$ cat config.mk
export PLATFORM = sky130hd
export DESIGN_NAME = text_cursor_glyph_layout_unit
export DESIGN_NICKNAME = d
export VERILOG_FILES = /design/src/tcgl_pkg.sv /design/src/tcgl_front.sv /design/src/tcgl_core.sv /design/src/text_cursor_glyph_layout_unit.sv
export SDC_FILE = /design/constraint.sdc
export NUM_CORES = 2
export LEC_CHECK = 0
export BUFFER_PORTS_ARGS = -buffer_cell sky130_fd_sc_hd__buf_2
export CAP_MARGIN = 20
export CORE_ASPECT_RATIO = 0.75
export CORE_UTILIZATION = 30
export CTS_CLUSTER_SIZE = 40
export DETAILED_ROUTE_END_ITERATION = 8
export GPL_ROUTABILITY_DRIVEN = 0
export PLACE_DENSITY = 0.56
export SYNTH_ARGS = -nofsm -noshare
export SYNTH_HDL_FRONTEND = slang
export SYNTH_SLANG_ARGS = --single-unit
$ cat constraint.sdc
create_clock -name clk -period 9.5 [get_ports clk]
set_input_delay 0.95 -clock clk [delete_from_list [all_inputs] [get_ports clk]]
set_output_delay 0.95 -clock clk [all_outputs]
set_load 0.1 [all_outputs]
$ cat src/tcgl_pkg.sv
`default_nettype none

package tcgl_pkg;

	// Action codes carried on tuser; the fourth code is ignored.
	localparam logic [1:0] ACT_LOAD  = 2'd0;
	localparam logic [1:0] ACT_START = 2'd1;
	localparam logic [1:0] ACT_CHAR  = 2'd2;

	localparam logic [7:0] CHAR_SPACE   = 8'h20;
	localparam logic [7:0] CHAR_NEWLINE = 8'h0A;

	typedef enum logic [2:0] {
		REG_SPACE_SIZE     = 3'd0,
		REG_SPACE_EXTRA    = 3'd1,
		REG_LETTER_SPACING = 3'd2,
		REG_LINE_SPACING   = 3'd3,
		REG_LINE_ADVANCE   = 3'd4,
		REG_LINE_HEIGHT    = 3'd5,
		REG_SCALE          = 3'd6
	} reg_idx_t;

	localparam int CFG_IDX_W  = 3;
	localparam int CFG_DATA_W = 12;
	localparam int IN_DATA_W  = 48;
	localparam int IN_USER_W  = 2;
	localparam int OUT_DATA_W = 64;

	typedef struct packed {
		logic [7:0]        space_size;
		logic signed [7:0] space_extra;
		logic signed [7:0] letter_spacing;
		logic signed [7:0] line_spacing;
		logic [7:0]        line_advance;
		logic [7:0]        line_height;
		logic [11:0]       scale;
	} cfg_t;

	// One accepted item after the input register, with its table width.
	typedef struct packed {
		logic [1:0]         action;
		logic [7:0]         code;
		logic [7:0]         width;
		logic               code_oor;
		logic signed [15:0] start_x;
		logic signed [15:0] start_y;
	} item_t;

	// pos + delta*scale/256, truncated toward zero, clamped to 16 bits signed.
	function automatic logic signed [15:0] move_pos(input logic signed [15:0] pos,
			input logic signed [9:0] delta, input logic [11:0] scale);
		logic signed [22:0] d_ext;
		logic signed [22:0] s_ext;
		logic signed [22:0] prod;
		logic signed [24:0] sum;
		logic signed [16:0] q;
		logic signed [17:0] r;
		logic               fix;
		d_ext = 23'(delta);
		s_ext = 23'($signed({1'b0, scale}));
		prod  = d_ext * s_ext;
		sum   = $signed({pos[15], pos, 8'h00}) + 25'(prod);
		q     = sum[24:8];
		fix   = sum[24] && (|sum[7:0]);
		r     = 18'(q) + {17'b0, fix};
		if (r > 18'sd32767) begin
			return 16'sh7FFF;
		end else if (r < -18'sd32768) begin
			return 16'sh8000;
		end
		return r[15:0];
	endfunction

endpackage

`default_nettype wire

$ cat src/tcgl_front.sv
`default_nettype none

module tcgl_front #(
	parameter int GLYPH_COUNT = 256
) (
	input  wire logic                        clk,
	input  wire logic                        arst_n,
	input  wire logic                        s_axis_tvalid,
	output logic                             s_axis_tready,
	input  wire logic [tcgl_pkg::IN_DATA_W-1:0] s_axis_tdata,
	input  wire logic [tcgl_pkg::IN_USER_W-1:0] s_axis_tuser,
	output tcgl_pkg::item_t                  item_s1,
	output logic                             valid_s1,
	input  wire logic                        take
);
	import tcgl_pkg::*;

	localparam int IdxW = $clog2(GLYPH_COUNT);

	logic [7:0]      width_mem [GLYPH_COUNT];
	logic            accept;
	logic [7:0]      in_code;
	logic            in_range;
	logic [IdxW-1:0] idx;

	assign s_axis_tready = !valid_s1 || take;
	assign accept        = s_axis_tvalid && s_axis_tready;
	assign in_code       = s_axis_tdata[7:0];
	assign in_range      = {1'b0, in_code} < 9'(GLYPH_COUNT);
	assign idx           = in_code[IdxW-1:0];

	// Loads write on the accept edge, so a glyph right behind reads the new width.
	always_ff @(posedge clk) begin
		if (accept && s_axis_tuser == ACT_LOAD && in_range) begin
			width_mem[idx] <= s_axis_tdata[15:8];
		end
	end

	always_ff @(posedge clk) begin
		if (accept) begin
			item_s1.action   <= s_axis_tuser;
			item_s1.code     <= in_code;
			item_s1.width    <= width_mem[idx];
			item_s1.code_oor <= !in_range;
			item_s1.start_x  <= s_axis_tdata[31:16];
			item_s1.start_y  <= s_axis_tdata[47:32];
		end
	end

	always_ff @(posedge clk or negedge arst_n) begin
		if (!arst_n) begin
			valid_s1 <= 1'b0;
		end else if (s_axis_tready) begin
			valid_s1 <= s_axis_tvalid;
		end
	end

endmodule

`default_nettype wire

$ cat src/tcgl_core.sv
`default_nettype none

module tcgl_core (
	input  wire logic                         clk,
	input  wire logic                         arst_n,
	input  wire tcgl_pkg::cfg_t               cfg,
	input  wire tcgl_pkg::item_t              item_s1,
	input  wire logic                         valid_s1,
	output logic                              take,
	output logic                              m_axis_tvalid,
	input  wire logic                         m_axis_tready,
	output logic [tcgl_pkg::OUT_DATA_W-1:0]   m_axis_tdata
);
	import tcgl_pkg::*;

	logic signed [15:0] cursor_x_q;
	logic signed [15:0] cursor_y_q;
	logic signed [15:0] origin_x_q;
	logic               is_space;
	logic               is_newline;
	logic               emits;
	logic [7:0]         w;
	logic signed [9:0]  delta;
	logic signed [15:0] pos;
	logic signed [15:0] moved;
	logic [19:0]        w_prod;
	logic [19:0]        h_prod;

	assign is_space   = item_s1.code == CHAR_SPACE;
	assign is_newline = item_s1.code == CHAR_NEWLINE;
	assign emits      = item_s1.action == ACT_CHAR && !is_space && !is_newline;
	// Items without a result never wait on the output side.
	assign take       = valid_s1 && (!emits || !m_axis_tvalid || m_axis_tready);
	assign w          = item_s1.code_oor ? 8'h00 : item_s1.width;

	always_comb begin
		if (is_space) begin
			delta = $signed({2'b00, cfg.space_size}) + 10'(cfg.space_extra);
			pos   = cursor_x_q;
		end else if (is_newline) begin
			delta = -($signed({2'b00, cfg.line_advance}) + 10'(cfg.line_spacing));
			pos   = cursor_y_q;
		end else begin
			delta = $signed({2'b00, w}) + 10'(cfg.letter_spacing);
			pos   = cursor_x_q;
		end
	end

	assign moved  = move_pos(pos, delta, cfg.scale);
	assign w_prod = {12'b0, w} * {8'b0, cfg.scale};
	assign h_prod = {12'b0, cfg.line_height} * {8'b0, cfg.scale};

	always_ff @(posedge clk or negedge arst_n) begin
		if (!arst_n) begin
			cursor_x_q <= '0;
			cursor_y_q <= '0;
			origin_x_q <= '0;
		end else if (take) begin
			case (item_s1.action)
				ACT_START: begin
					origin_x_q <= item_s1.start_x;
					cursor_x_q <= item_s1.start_x;
					cursor_y_q <= item_s1.start_y;
				end
				ACT_CHAR: begin
					if (is_newline) begin
						cursor_x_q <= origin_x_q;
						cursor_y_q <= moved;
					end else begin
						cursor_x_q <= moved;
					end
				end
				default: begin
				end
			endcase
		end
	end

	always_ff @(posedge clk or negedge arst_n) begin
		if (!arst_n) begin
			m_axis_tvalid <= 1'b0;
		end else if (take && emits) begin
			m_axis_tvalid <= 1'b1;
		end else if (m_axis_tready) begin
			m_axis_tvalid <= 1'b0;
		end
	end

	always_ff @(posedge clk) begin
		if (take && emits) begin
			m_axis_tdata <= {item_s1.code, h_prod[19:8], w_prod[19:8],
				cursor_y_q, cursor_x_q};
		end
	end

endmodule

`default_nettype wire

$ cat src/text_cursor_glyph_layout_unit.sv
`default_nettype none
// Channel      Dir  Beat fields
// s_axis       in   tdata: char_code, width_value, start_x, start_y; tuser: action
// m_axis       out  tdata: rect_x, rect_y, rect_width, rect_height, glyph
// cfg          in   cfg_we, cfg_index, cfg_data; write only
//
// One beat per cycle in, one rectangle per cycle out, unless m_axis stalls.
// The width table read is registered, so the input register holds the width.
// The cursor update (one multiply-add and clamp) is done in the result stage.
// Load, start, space and newline beats pass without waiting on m_axis_tready.
// Reset clears cursor, origin, valid flags; config gets defaults, table is kept.

module text_cursor_glyph_layout_unit #(
	parameter int GLYPH_COUNT = 256
) (
	input  wire logic                           clk,
	input  wire logic                           arst_n,
	input  wire logic                           s_axis_tvalid,
	output logic                                s_axis_tready,
	// char_code[7:0], width_value[15:8], start_x[31:16], start_y[47:32]
	input  wire logic [tcgl_pkg::IN_DATA_W-1:0] s_axis_tdata,
	// action[1:0]
	input  wire logic [tcgl_pkg::IN_USER_W-1:0] s_axis_tuser,
	output logic                                m_axis_tvalid,
	input  wire logic                           m_axis_tready,
	// rect_x[15:0], rect_y[31:16], rect_width[43:32], rect_height[55:44], glyph[63:56]
	output logic [tcgl_pkg::OUT_DATA_W-1:0]     m_axis_tdata,
	input  wire logic                           cfg_we,
	input  wire logic [tcgl_pkg::CFG_IDX_W-1:0] cfg_index,
	input  wire logic [tcgl_pkg::CFG_DATA_W-1:0] cfg_data
);
	import tcgl_pkg::*;

	cfg_t  cfg_q;
	item_t item_s1;
	logic  valid_s1;
	logic  take;

	always_ff @(posedge clk or negedge arst_n) begin
		if (!arst_n) begin
			cfg_q.space_size     <= 8'd8;
			cfg_q.space_extra    <= 8'sd0;
			cfg_q.letter_spacing <= 8'sd5;
			cfg_q.line_spacing   <= 8'sd5;
			cfg_q.line_advance   <= 8'd16;
			cfg_q.line_height    <= 8'd16;
			cfg_q.scale          <= 12'd256;
		end else if (cfg_we) begin
			case (cfg_index)
				REG_SPACE_SIZE:     cfg_q.space_size     <= cfg_data[7:0];
				REG_SPACE_EXTRA:    cfg_q.space_extra    <= cfg_data[7:0];
				REG_LETTER_SPACING: cfg_q.letter_spacing <= cfg_data[7:0];
				REG_LINE_SPACING:   cfg_q.line_spacing   <= cfg_data[7:0];
				REG_LINE_ADVANCE:   cfg_q.line_advance   <= cfg_data[7:0];
				REG_LINE_HEIGHT:    cfg_q.line_height    <= cfg_data[7:0];
				REG_SCALE:          cfg_q.scale          <= cfg_data;
				default: begin
				end
			endcase
		end
	end

	tcgl_front #(
		.GLYPH_COUNT(GLYPH_COUNT)
	) u_front (
		.clk          (clk),
		.arst_n       (arst_n),
		.s_axis_tvalid(s_axis_tvalid),
		.s_axis_tready(s_axis_tready),
		.s_axis_tdata (s_axis_tdata),
		.s_axis_tuser (s_axis_tuser),
		.item_s1      (item_s1),
		.valid_s1     (valid_s1),
		.take         (take)
	);

	tcgl_core u_core (
		.clk          (clk),
		.arst_n       (arst_n),
		.cfg          (cfg_q),
		.item_s1      (item_s1),
		.valid_s1     (valid_s1),
		.take         (take),
		.m_axis_tvalid(m_axis_tvalid),
		.m_axis_tready(m_axis_tready),
		.m_axis_tdata (m_axis_tdata)
	);

endmodule

`default_nettype wire

* Word level (Yosys, flattened, before mapping)
Memories as Yosys holds them, arrays and structs flattened. A register that Yosys moved wholly into a read port is not among the register bits. Cells that the tools add are included.
Operators by class: muxes and demuxes 17, $lt $le $gt $ge 2, reductions and logical operators 30, add/subtract/negate cells 6, multiply operators 3, eq/ne operators 11
Operators with widths (count):
- $mux W16 | 7
- $pmux W16 S2 | 2
- $mul A8 B12 Y20 | 2
- $add A9 B8 Y10 | 3
- $add A24 B23 Y25 | 1
- $mul A10 B13 Y23 | 1
- $mux W10 | 2
- $add A17 B2 Y18 | 1
- $gt A18 B16 Y1 const B | 1
- $lt A18 B16 Y1 const B | 1
- $reduce_and A2 Y1 | 9
- $neg A10 Y10 | 1
- $eq A3 B3 Y1 const B | 3
- $eq A8 B4 Y1 const B | 1
- $eq A8 B6 Y1 const B | 1
- $reduce_or A8 Y1 | 1
- $logic_and A1 B1 Y1 | 7
- $eq A3 B2 Y1 const B | 2
- $mux W1 | 6
- $logic_not A1 Y1 | 5
- $reduce_bool A2 Y1 | 2
- $eq A3 B1 Y1 const B | 1
- $logic_not A3 Y1 | 1
- $logic_or A1 B1 Y1 | 3
- 5 further kinds | 5
Storage, ports and cells: input port bits 70, bits in registers 216, memory bits (writable) 2048, word-level logic and storage cells 87, memories 1, output and inout bits 66
Memory list:
- u_front.width_mem | words 256, bits a word 8, read ports 1, clocked after memory_dff 1, write ports 1, RTL line tcgl_front.sv:20 | logic [7:0] width_mem [GLYPH_COUNT];

* Longest topological paths before layout
depth in word-level cells 15, depth in mapped cells 44

* Hierarchy
Synthesis repeated with hierarchy kept, for this count alone.
Second synthesis, totals: cell total of the unflattened synthesis 5527, area, all modules 98373.1 um^2
By module, submodules not included:
- tcgl_front | cells an instance 3575, times used 1, area an instance 79647.6 um^2
- tcgl_core | cells an instance 1820, times used 1, area an instance 16427.0 um^2
- text_cursor_glyph_layout_unit | cells an instance 132, times used 1, area an instance 2298.5 um^2

* Worst setup path after synthesis
OpenSTA, ideal clock, no wires.
path type reg-to-reg, from reg cfg_q[30] (netlist name), to reg u_core.cursor_y_q[7], path buffers 2, setup slack 0.646 ns, cell stages (with the launch flop) 43, setup time 0.123 ns, data arrival time 8.731 ns, path through dfstp_2 inv_1 ha_1 ha_1 a21o_1 a21oi_1 o21bai_1 a21oi_1 o21bai_1 a21oi_1 xnor2_1 nor2_1 a211oi_1 a21o_1 clkbuf_1 nand2b_1 fa_1 fa_1 [... 7 more ...] o21ai_0 nand2b_1 a41o_1 a31oi_1 o2111ai_1 o211ai_1 xor2_1 nor2_1 ha_1 and2_1 and4_1 nand3b_1 nor4_4 a311oi_1 a31o_2 or2_1 buf_6 o221a_1
Between the ends: longest elaborated chain between the ends 15
Ends and longest elaborated chain:
- start: declaration | RTL line text_cursor_glyph_layout_unit.sv:34 | cfg_t cfg_q;
- $add A9 B8 Y10 * | RTL line tcgl_core.sv:41 | delta = -($signed({2'b00, cfg.line_advance}) + 10'(cfg.line_spacing));
- $neg A10 Y10 * | RTL line tcgl_core.sv:41
- $mux W10 * | RTL line tcgl_core.sv:40 | end else if (is_newline) begin
- $mux W10 * | RTL line tcgl_core.sv:37 | if (is_space) begin
- $mul A10 B13 Y23 * | RTL line tcgl_pkg.sv:61 | prod = d_ext * s_ext;
- $add A24 B23 Y25 * | RTL line tcgl_pkg.sv:62 | sum = $signed({pos[15], pos, 8'h00}) + 25'(prod);
- $reduce_or A8 Y1 | RTL line tcgl_pkg.sv:64 | fix = sum[24] && (|sum[7:0]);
- $logic_and A1 B1 Y1 | RTL line tcgl_pkg.sv:64
- $add A17 B2 Y18 * | RTL line tcgl_pkg.sv:65 | r = 18'(q) + {17'b0, fix};
- $lt A18 B16 Y1 | RTL line tcgl_pkg.sv:68 | end else if (r < -18'sd32768) begin
- $mux W1 | RTL line tcgl_pkg.sv:68
- $mux W1 | RTL line tcgl_pkg.sv:66 | if (r > 18'sd32767) begin
- $mux W16 * | RTL line tcgl_pkg.sv:71 | return r[15:0];
- $mux W16 * | RTL line tcgl_core.sv:66 | if (is_newline) begin
- $pmux W16 S2 * | RTL line tcgl_core.sv:59 | case (item_s1.action)
- end signal: assignment | RTL line tcgl_core.sv:63 | cursor_y_q <= item_s1.start_y;
- end signal: assignment | RTL line tcgl_core.sv:68 | cursor_y_q <= moved;
- end: declaration | RTL line tcgl_core.sv:17 | logic signed [15:0] cursor_y_q;
Mark *: on every way between the ends. The rest lies on a longest branch, timed or not. The select of a mux whose other input is x is not followed. A chain may end at the register's enable or synchronous reset.

* Worst setup path after layout
from reg cfg_q[28] (netlist name), to reg u_core.cursor_x_q[5]
Between the ends: longest elaborated chain between the ends 15
Ends and longest elaborated chain:
- $add A9 B8 Y10 * | RTL line tcgl_core.sv:41
- $neg A10 Y10 * | RTL line tcgl_core.sv:41
- $mux W10 * | RTL line tcgl_core.sv:40
- $mux W10 * | RTL line tcgl_core.sv:37
- $mul A10 B13 Y23 * | RTL line tcgl_pkg.sv:61
- $add A24 B23 Y25 * | RTL line tcgl_pkg.sv:62
- $reduce_or A8 Y1 | RTL line tcgl_pkg.sv:64
- $logic_and A1 B1 Y1 | RTL line tcgl_pkg.sv:64
- $add A17 B2 Y18 * | RTL line tcgl_pkg.sv:65
- $lt A18 B16 Y1 | RTL line tcgl_pkg.sv:68
- $mux W1 | RTL line tcgl_pkg.sv:68
- $mux W1 | RTL line tcgl_pkg.sv:66
- $mux W16 * | RTL line tcgl_pkg.sv:71
- $mux W16 * | RTL line tcgl_core.sv:66
- $pmux W16 S2 * | RTL line tcgl_core.sv:59
- end signal: assignment | RTL line tcgl_core.sv:62 | cursor_x_q <= item_s1.start_x;
- end signal: assignment | RTL line tcgl_core.sv:67 | cursor_x_q <= origin_x_q;
- end signal: assignment | RTL line tcgl_core.sv:70 | cursor_x_q <= moved;
- end: declaration | RTL line tcgl_core.sv:16 | logic signed [15:0] cursor_x_q;
Mark *: on every way between the ends. The rest lies on a longest branch, timed or not.

==> run_results.csv <==
group,metric,value,unit
status,outcome,"finished, final reports clean",
floorplanning,core_area,328000,um^2
logic_synthesis,syn_avg_cell_area,18.6,um^2
cts,insertion_delay,0.90,ns
global_routing,grt_pass1_vias,51100,
critical_path,start_kind,"flop",
cts,cts_tree,"done",
timing,setup_violations,0,
cells_and_area,fin_area,112000,um^2
logic_synthesis,synthArstFlopShare,4.84,%
min_path,hold_class,"in2async",
global_routing,grt_max_degree,118,
routing,dr.pass1.iters,8,
placed_design,place_area,105000,um^2
floorplanning,die_height,500,um
logic_synthesis,ys_seq_area_share,68.3,%
logic_synthesis,ys_ff_latch,2272,
routing,routedWlPerCell,25.9,um
routing,drc_errors,0,
cts,clkSlewWorstSetupHoldPaths,0.06,ns
logic_synthesis,synth.top_cell.area_share,65.5,%
logic_synthesis,ys_top_cells_by_area,"edfxtp_1 66%, mux4_2 15%, fa_1 4.3%, dfrtp_1 2.6%, ha_1 2.3%",
logic_synthesis,synth_ff_type,"edfxtp_1",
routing,drt_wl_total,261000,um
flow_run,max-cap-violations,0,
logic_synthesis,synth_cell_types,75,
logic_synthesis,yosys.area.top_type,"edfxtp_1",
cells_and_area,multi_input_area,29300,um^2
timing,final.period_utilization,96.2,%
cells_and_area,final_util,34.2,%
cells_and_area,drive_gt1_share,23.6,%
global_routing,grt-ovfl-total,0,
cts,htreeDepth,4,
routing,ant_nets,0,
cts,clockBufferDepth,4,
logic_synthesis,synth_area,99000,um^2
timing,slew-limit-headroom,20.2,%
floorplanning,ioPinCount,136,
power_and_ir_drop,ir_drop,1820,uV
timing,final_hold_viol_count,0,
critical_path,crit_required,10.19,ns
logic_synthesis,syn_inst,5311,
cts,cts-buffers-inserted,211,
routing,dr_total_vias,50700,
global_routing,grt_first_pass_wirelength,375000,um
floorplanning,die_area,332000,um^2
critical_path,worstSetupEndpointType,"flop",
logic_synthesis,yosysWarnings,0,
logic_synthesis,synth_enable_flop_cells,2162,
critical_path,path_max_fanout,9,
cells_and_area,fillers,30800,
placed_design,portBuffers,135,
cts,clock_tree.root_cell,"clkbuf_16",
routing,drt_iter0_drc,5797,
global_routing,grt_usage,15.4,%
cells_and_area,fin_nets,5979,
timing,holdWs,0.114,ns
routing,via_per_inst,5.02,
cts,ctsHoldBuffers,0,
cts,cts.sinks,2272,
critical_path,slowest_delay,0.58,ns
floorplanning,die_w,665,um
critical_path,crit_slowest_cell,"fa_1",
timing,fmax,109,MHz
floorplanning,row_count,182,
critical_path,critPathTopFamily,"adder cells",
power_and_ir_drop,leakagePower,36.6,nW
global_routing,antenna_found_initial,17,
power_and_ir_drop,power_density,363,nW/um^2
cells_and_area,ff_latch_area,67700,um^2
cells_and_area,areaGrowthSynthToFinish,13.2,%
placed_design,post-dp-hpwl,167000,um
floorplanning,start_util,30.2,%
logic_synthesis,synthesis.nets,5777,
timing,fin_crit,9.14,ns
critical_path,path_buf_inv,7,
critical_path,arrival,9.83,ns
critical_path,path_class,"reg2reg",
timing,tightest_slew,1.19,ns
timing,finalClockSkew,0.0895,ns
timing,drv_slew,0,
## worst reg2reg max path: cells and delay by family, from the launching register on
family	cells	cell delay [ns]
AOI/OAI and AO/OA	16	2.42
xor gates and xnor gates	1	0.20
adders and majority gates	10	3.61
buffers and inverters	7	0.64
DFF	1	0.52
and+or+nand+nor	9	1.61
## power breakdown
part / leakage (nW) / switching, mW / internal [mW] / total [mW]
Combinational: 12.7 / 12.9 / 7.94 / 20.8
Sequential: 20.8 / 0.235 / 11.3 / 11.6
Clock: 3.15 / 3.73 / 4.50 / 8.23
Total: 36.6 / 16.9 / 23.8 / 40.6
## area by class of cell
type / count / area share [%]
flip-flops and latches: 2272 / 60.4
diodes: 4 / 0.00893
clock inverters: 104 / 0.779
clock buffers: 271 / 5.01
inverters: 303 / 1.01
multi-input cells: 2451 / 26.1
repair buffers: 274 / 1.74
well taps: 4416 / 4.93
## cell usage in the layout (no fill, tap or decap), types with 51 or more instances in the layout
| master | n |
|---|---|
| buf_2 | 122 |
| a21oi_1 | 53 |
| nand2_1 | 267 |
| clkbuf_1 | 52 |
| dfrtp_1 | 102 |
| buf_4 | 129 |
| clkbuf_16 | 215 |
| fa_1 | 213 |
| and2_1 | 135 |
| o21ai_0 | 51 |
| mux2_2 | 66 |
| mux4_2 | 650 |
| ha_1 | 176 |
| inv_1 | 303 |
| nor2_1 | 351 |
| edfxtp_1 | 2162 |
## metal layers
layer / vias up / track usage [%] / wire length [um]
met5: - / 0 / 27
met1: 27400 / 23.4 / 120000
met2: 1900 / 23.0 / 116000
li1: 21100 / - / -
met3: 279 / 3.06 / 20400
met4: 4 / 2.92 / 4550
## path summary, 6_finish.rpt
check	startpoint	to	slack [ns]	depth (start not counted)
min reg2reg	u_front.item_s1[45]	u_core.m_axis_tdata[60]	0.45	0
max in group asynchronous	arst_n	u_core.origin_x_q[10]	8.00	2
min	arst_n	cfg_q[6]	0.11	1
max reg2reg	cfg_q[28]	u_core.cursor_x_q[5]	0.36	43
min in group clk	s_axis_tdata[22]	u_front.item_s1[22]	0.31	1
max	cfg_q[28]	u_core.cursor_x_q[5]	0.36	43
## cells by family after synthesis
logic type      after synthesis  share of synthesized area (%)
fa+ha+maj                   396                           6.63
flops                      2272                           68.3
compound gates              277                           1.87
simple gates                979                           4.56
buf+inv                     588                           2.29
xor+xnor                     65                          0.601
mux                         734                           15.7
## per-stage QoR
step           power [mW]  TNS, ns  std cells  setup slack, ns
6_report             40.6        0      10100            0.358
5_1_grt              43.1    -1.25      10100           -0.116
4_1_cts              40.1        0      10100           0.0116
3_5_place_dp         31.7        0       9697           0.0152
3_3_place_gp         31.6        0       9697            0.206
2_1_floorplan        26.3        0       5311            0.646
## flip-flops by register name (all words and copies together) (netlist names)
register,cells
u_front.valid_s1,1
u_front.width_mem,2048
u_core.cursor_x_q,16
u_core.m_axis_tdata,64
u_core.cursor_y_q,16
u_front.item_s1,50
u_core.origin_x_q,16
cfg_q,60
u_core.m_axis_tvalid,1
## repair_timing
item,CTS,global route
cloned,0,0
endpoints found under the setup margin,8,32
pin swaps,0,21
gates resized for setup,1,37
setup buffers,0,17
endpoints found under the hold margin,0,0
## Yosys cell counts (6+ instances only)
cell type  number
ha_1          181
o211ai_1       13
or3_1          15
nor2_1        356
dfstp_2         8
mux2i_1        18
and3_1          7
o21a_1         12
a21oi_1        64
a211oi_1       12
a21o_1         11
and2_1        136
o22ai_1         9
nor3b_1        12
nand2b_1       18
a311oi_1       17
inv_1         303
xnor2_1        43
dfrtp_1       102
fa_1          215
a32oi_1         7
nand3_1        49
buf_2          41
edfxtp_1     2162
mux4_2        650
nor3_1         26
mux2_2         66
clkbuf_1      206
buf_1          37
o21ai_0        57
o221a_1         6
o21ai_1        15
nor2b_1        44
xor2_1         20
o21bai_1        6
nand4_1        14
a31oi_1         9
nand2_1       275
No activity file was read; power rests on OpenSTA's default activity.
